`src/fltk_pkg.sv`:
```
// Package for the FNV linear-probe key table: sizes, codes and memory bundles.
// No dependencies; every other file in src uses it by scoped names.
`default_nettype none
package fltk_pkg;

  localparam int MAX_SLOTS_LOG2 = 12;
  localparam int KEY_BYTES      = 6;

  localparam int SLOT_W     = MAX_SLOTS_LOG2;
  localparam int SLOTS      = 1 << MAX_SLOTS_LOG2;
  localparam int PROBE_W    = MAX_SLOTS_LOG2 + 1;
  localparam int KEY_W      = 48;
  localparam int VAL_W      = 8;
  localparam int IVAL_W     = 7;
  localparam int STAT_W     = 3;
  localparam int SLOT_IDX_W = 12;
  localparam int COUNT_W    = 14;
  localparam int LOG2_W     = 4;
  localparam int HASH_W     = 32;
  localparam int HCNT_W     = $clog2(KEY_BYTES + 1);

  localparam logic [COUNT_W-1:0] COUNT_MAX      = {COUNT_W{1'b1}};
  localparam logic [LOG2_W-1:0]  LOG2_RESET     = LOG2_W'(12);
  localparam logic [HASH_W-1:0]  FNV_BASIS      = 32'd2166136261;
  localparam logic [HASH_W-1:0]  FNV_MULTIPLIER = 32'd16777619;
  localparam logic [VAL_W-1:0]   VAL_AMBIG      = {VAL_W{1'b1}};

  // Result status codes
  localparam logic [STAT_W-1:0] STAT_INSERTED  = 3'd0;
  localparam logic [STAT_W-1:0] STAT_REPLACED  = 3'd1;
  localparam logic [STAT_W-1:0] STAT_AMBIGUOUS = 3'd2;
  localparam logic [STAT_W-1:0] STAT_FOUND     = 3'd3;
  localparam logic [STAT_W-1:0] STAT_NOT_FOUND = 3'd4;
  localparam logic [STAT_W-1:0] STAT_FULL      = 3'd5;

  // Request type codes
  localparam logic REQ_INSERT = 1'b0;
  localparam logic REQ_LOOKUP = 1'b1;

  typedef enum logic [2:0] {
    ST_CLEAR,
    ST_IDLE,
    ST_HASH,
    ST_PROBE,
    ST_RESP
  } state_t;

  typedef struct packed {
    logic              rd;
    logic              wr_key;
    logic              wr_v0;
    logic              wr_v1;
    logic [SLOT_W-1:0] addr;
    logic [KEY_W-1:0]  key;
    logic [VAL_W-1:0]  val;
  } mem_req_t;

  typedef struct packed {
    logic [KEY_W-1:0] key;
    logic [VAL_W-1:0] v0;
    logic [VAL_W-1:0] v1;
  } mem_rd_t;

endpackage
`default_nettype wire

```
`src/fltk_hash.sv`:
```
// Iterative 32-bit FNV-1a hash unit: one key byte per cycle.
// Depends on fltk_pkg.
`default_nettype none
module fltk_hash (
  input  wire logic                          clk,
  input  wire logic                          rst_n,
  input  wire logic                          start,
  input  wire logic [fltk_pkg::KEY_W-1:0]    key,
  output logic                               done,
  output logic [fltk_pkg::HASH_W-1:0]        hash
);

  logic                          busy_r, busy_nxt;
  logic                          done_r, done_nxt;
  logic [fltk_pkg::HCNT_W-1:0]   cnt_r, cnt_nxt;
  logic [fltk_pkg::KEY_W-1:0]    sh_r, sh_nxt;
  logic [fltk_pkg::HASH_W-1:0]   h_r, h_nxt;
  logic [fltk_pkg::HASH_W-1:0]   mixed;

  // xor in the low byte, then multiply by the FNV multiplier (product truncated)
  assign mixed = h_r ^ fltk_pkg::HASH_W'(sh_r[7:0]);

  always_comb begin
    busy_nxt = busy_r;
    done_nxt = 1'b0;
    cnt_nxt  = cnt_r;
    sh_nxt   = sh_r;
    h_nxt    = h_r;
    if (start) begin
      busy_nxt = 1'b1;
      cnt_nxt  = '0;
      sh_nxt   = key;
      h_nxt    = fltk_pkg::FNV_BASIS;
    end else if (busy_r) begin
      h_nxt   = fltk_pkg::HASH_W'(mixed * fltk_pkg::FNV_MULTIPLIER);
      sh_nxt  = sh_r >> 8;
      cnt_nxt = cnt_r + 1'b1;
      if (cnt_r == fltk_pkg::HCNT_W'(fltk_pkg::KEY_BYTES - 1)) begin
        busy_nxt = 1'b0;
        done_nxt = 1'b1;
      end
    end
  end

  always_ff @(posedge clk) begin
    if (!rst_n) begin
      busy_r <= 1'b0;
      done_r <= 1'b0;
    end else begin
      busy_r <= busy_nxt;
      done_r <= done_nxt;
    end
    cnt_r <= cnt_nxt;
    sh_r  <= sh_nxt;
    h_r   <= h_nxt;
  end

  assign done = done_r;
  assign hash = h_r;

endmodule
`default_nettype wire

```
`config.mk`:
```
export PLATFORM = sky130hd
export DESIGN_NAME = fltk_hash
export DESIGN_NICKNAME = d
export VERILOG_FILES = /design/src/fltk_pkg.sv /design/src/fltk_hash.sv
export SDC_FILE = /design/constraint.sdc
export NUM_CORES = 1
export LEC_CHECK = 0
export ABC_AREA = 1
export BUFFER_PORTS_ARGS = -buffer_cell sky130_fd_sc_hd__buf_4
export CORE_MARGIN = 2
export CORE_UTILIZATION = 40
export CTS_CLUSTER_SIZE = 14
export DETAILED_ROUTE_END_ITERATION = 8
export PLACE_DENSITY_LB_ADDON = 0.2
export SYNTH_ARGS = -nofsm -noshare
export SYNTH_HDL_FRONTEND = slang
export SYNTH_SLANG_ARGS = --single-unit
```
`constraint.sdc`:
```
create_clock -name clk -period 5.4 [get_ports clk]
set_clock_uncertainty 0.05 [all_clocks]
set_input_delay 1.08 -clock clk [delete_from_list [all_inputs] [get_ports clk]]
set_output_delay 1.08 -clock clk [all_outputs]
set_load 0.01 [all_outputs]
```
# After elaboration in Yosys (flattened, before gate mapping)
# Index checks and enable logic that the tools add are counted.
dict set report word_totals {
  inputBits 51
  out_inout_bits 33
  elab_cells 19
  reg_bits 85
}
dict set report op_classes {
  n_reduce_logical 2
  mux 6
  bitwise 3
  n_eq_ne 1
  add_sub_neg 1
  multipliers 1
}
# cell n
set op_table {}
lappend op_table {{2-to-1 mux 48 bit} 2}
lappend op_table {{multiplier 32 x 25 -> 32 bit, second input constant} 1}
lappend op_table {{XOR 32 x 8 -> 32 bit} 1}
lappend op_table {{2-to-1 mux 1 bit} 4}
lappend op_table {{adder 3 x 1 -> 3 bit, second input constant} 1}
lappend op_table {{== test 3 bit, second input constant} 1}
lappend op_table {{OR reduction 3 bit} 1}
lappend op_table {{inverter 1 bit} 2}
lappend op_table {{nonzero test 2 bit} 1}

# Logic depth before layout (Yosys ltp)
dict set report depth {
  depth_word 4
  depth_mapped 25
  ltp_nobuf 25
}

# Worst setup path before layout
# Ideal clock, no wire load.
dict set report synth_path {
  path_type {register to register}
  start {reg h_r (netlist bit hash[5])}
  end {reg h_r (netlist bit hash[31])}
  t_required_ns 5.235
  arrival_time_ns 4.399
  setup_ns 0.115
  path_stages_with_launch 22
  path_buffers 0
  setup_slack_ns 0.836
  synth_period_minus_slack_ns 4.564
  path_cell_list {dfxtp_1 xor2_1 ha_1 ha_1 fa_1 ha_1 fa_1 ha_1 inv_1 fa_1 inv_1 ha_1 nand2_1 inv_1 a21oi_1 nand3_1 nand2_1 inv_1 nor2_1 nand3_1 nand3_1 nand2_1}
}
dict set report synth_via {
  elab_chain_cells 2
}
# element line
set synth_lines {}
lappend synth_lines {{start, declared} fltk_hash.sv:17} ;# logic [fltk_pkg::HASH_W-1:0] h_r, h_nxt;
lappend synth_lines {{start signal, assigned} fltk_hash.sv:55} ;# h_r <= h_nxt;
lappend synth_lines {{XOR 32 x 8 -> 32 bit} fltk_hash.sv:21} ;# assign mixed = h_r ^ fltk_pkg::HASH_W'(sh_r[7:0]);
lappend synth_lines {{multiplier 32 x 25 -> 32 bit} fltk_hash.sv:35} ;# h_nxt = fltk_pkg::HASH_W'(mixed * fltk_pkg::FNV_MULTIPLIER);
# No other way between the ends.
# A chain may end at the register's enable or synchronous reset.

# Worst setup path in the final report
dict set report layout_path {
  start {reg h_r (netlist bit hash[11])}
  end {reg h_r (netlist bit hash[21])}
}
# Same word-level chain as after synthesis.

==> impl_metrics.ini <==
[outcome]
status = complete, no violations

[clock_tree]
path_clk_slew_ps = 70
root_buffer = clkbuf_16
cts_tree = yes
cts.sinks = 85
htreeDepth = 3
clk_path_buf_depth = 2
clock_latency_ps = 350
cts_setup_buffers = 0
numCtsBuffers = 9

[finish]
mostFrequentLayoutCell = nand2_1
layout-area-overhead-vs-synth_pct = 14.12
final_cell_area_um2 = 10950
final_nets = 1570
antenna-diode-count = 0
fin_cells = 1584
n_fill_cell = 2426
seqCellArea_um2 = 2186
multi_input_area_um2 = 6236
drive_gt1_share_pct = 12.17
final_cell_mix = 288 x nand2_1, 245 x inv_1, 185 x ha_1, 121 x buf_4, 74 x fa_1

[floorplanning]
rows = 56
fp.dieW_um = 158.9
ioPinCount = 84
coreArea_um2 = 23540
design.die.area_um2 = 25250
die_h_um = 158.9
initial_core_util_pct = 40.76

[yosys]
synthCells = 1168
synth_area_per_cell_um2 = 8.216
yosysWarnings = 0
ys.flop_type = edfxtp_1
syn-num-nets = 1478
synth_area_leader_cell = ha_1
synth-seq-area-share_pct = 22.74
synth_edf_count = 48
ys_types = 35
yosysTopAreaCellShare_pct = 24.12
netlist_top_cells_area = ha_1 24%, fa_1 15%, edfxtp_1 15%
syn_area_um2 = 9597
synth_seq_cells = 85
async_flop_share_pct = 0

[sta]
setup_viol = 0
fin_crit_sh_pct = 93.78
tightestPinTransition_ps = 791.3
layout_setup_ws_ps = 336.1
hold_viol = 0
rsz0062_at_grt = no
min_period_ps = 5064
maxSlewViolCount = 0
fmax_ghz = 0.1975
slew_headroom_pct = 47.17
setup-tns-final_ps = 0

[worst_setup_path]
worst_path_max_delay_cell = fa_1
r2r-start = hash[11]$_SDFFE_PP1P_
path_class = reg2reg
endpoint_kind = register
regToRegSetupSlack_ps = 340
r2r-end = hash[21]$_SDFFE_PP0P_
cpPeakStageDelay_ps = 530
cp_max_fo = 5
rr_worst_depth = 19
startpoint_type = register
arrival_ps = 5290
crit_chain = ha_1 -> ha_1 -> fa_1 -> ha_1 -> fa_1 -> ha_1 -> inv_1 -> fa_1 -> inv_1 -> ha_1 -> a21oi_1 -> o21ai_0 -> inv_1 -> o21ai_0 -> a21oi_1 -> nand2_1 -> nand2_1 -> nand2_1 -> o21ai_1
worstPathRequired_ps = 5630
cpMostUsedCell = ha_1

[hold_path]
hold_start = cnt_r[2]$_SDFFE_PP0P_
hold-path-endpoint = done$_SDFF_PP0_
hp-class = reg2reg
hold_path_depth = 2

[global_route]
grt_max_degree = 61
grt_use_total_pct = 20.52
antenna_found_initial = 0
first_global_vias = 7689
grt_pass1_wl_um = 40820
overflow = 0

[placed_design]
dp.cells = 1568
placed_area_um2 = 10650
post-place-ws_ps = 185.2
gp_congestion = 0.8744
hpwl_um = 20740
io_buffers = 83

[drt]
vias = 7483
drc = 0
drt-total-wl_um = 24840
drtIter0Drc = 385
dr.pass1.iters = 5
viasPerCell = 4.724
post_drt_wl_per_cell_um = 15.68
postRouteAntennaNets = 0

[flow_run]
maxCapViolations = 0
worst max path at each step:
| stage | slack, ps | from | endpoint |
|---|---|---|---|
| after floorplan | 840 | hash[5]$_SDFFE_PP0P_ | hash[31]$_SDFFE_PP1P_ |
| after global placement | 210 | hash[20]$_SDFFE_PP1P_ | hash[31]$_SDFFE_PP1P_ |
| after detailed placement | 190 | hash[20]$_SDFFE_PP1P_ | hash[31]$_SDFFE_PP1P_ |
| after CTS | 160 | hash[20]$_SDFFE_PP1P_ | hash[31]$_SDFFE_PP1P_ |
| after global routing | 30 | hash[19]$_SDFFE_PP1P_ | hash[31]$_SDFFE_PP1P_ |
| final | 340 | hash[11]$_SDFFE_PP1P_ | hash[21]$_SDFFE_PP0P_ |
final cells by class:
type,instances,area share [%]
clock buffer,9,2.056
clock inverter,7,0.6055
inverter,248,8.500
multi-input combinational,795,56.94
sequential,85,19.96
tap,319,3.644
timing repair buffer,121,8.294
kinds of logic (layout without fill, tap and decap cells):
kind of cell	count (synthesis)	after routing	share of synthesized area, %
AND/OR/NAND/NOR	416	416	17.63
XOR/XNOR	25	25	2.360
AO/OA/AOI/OAI	95	95	5.398
buffers and inverters	288	385	12.32
adder cells (fa/ha/maj)	259	259	39.56
flip-flops	85	85	22.74
per-stage QoR:
step	hold slack [ps]	util, %
CTS	446.9	46.49
global route	473.9	46.52
global placement	434.4	45.25
floorplan	406.5	-
finish	443.0	46.52
detailed placement	437.4	45.25
worst max-delay path: cells and delay by family, from the launching register on:
family	cells	cell delay (ps)
buf+inv	3	180
fa+ha+maj	8	2960
flops	1	480
simple gates	3	260
compound gates	5	1050
flip-flops by register name, indices dropped and copies added, names as in the netlist:
register	flops
cnt_r	3
done	1
hash	32
busy_r	1
sh_r	48
cell usage after synthesis (3+ instances only):
cell type / count
a21oi_1: 49
a21oi_2: 3
buf_4: 24
clkbuf_1: 14
dfxtp_1: 37
edfxtp_1: 48
fa_1: 74
ha_1: 185
inv_1: 245
nand2_1: 288
nand3_1: 42
nand3b_1: 4
nand4_1: 9
nor2_1: 56
nor2_2: 3
nor3_1: 8
o21ai_0: 24
o21ai_1: 7
o21bai_1: 4
xnor2_1: 11
xor2_1: 13
timing repair:
item                                    4_1_cts  5_1_grt
hold buffers                                  0        0
resized for setup                             0        3
endpoints found under the setup margin        0        2
routing by layer:
metal  wire length (um)  part of all wire [%]  vias up  global-route usage (%)
met1              11640                    47     3482                   28.31
met2              11930                    48      144                   34.62
met5                  0                     0        -                       0
li1                   -                     -     3835                       -
met3                929                   3.7       22                   2.560
met4                337                   1.4        0                   4.339
Power is left out: the tool's default activity adds up to more than one toggle a clock period on the data nets, which glitch-free logic cannot reach.
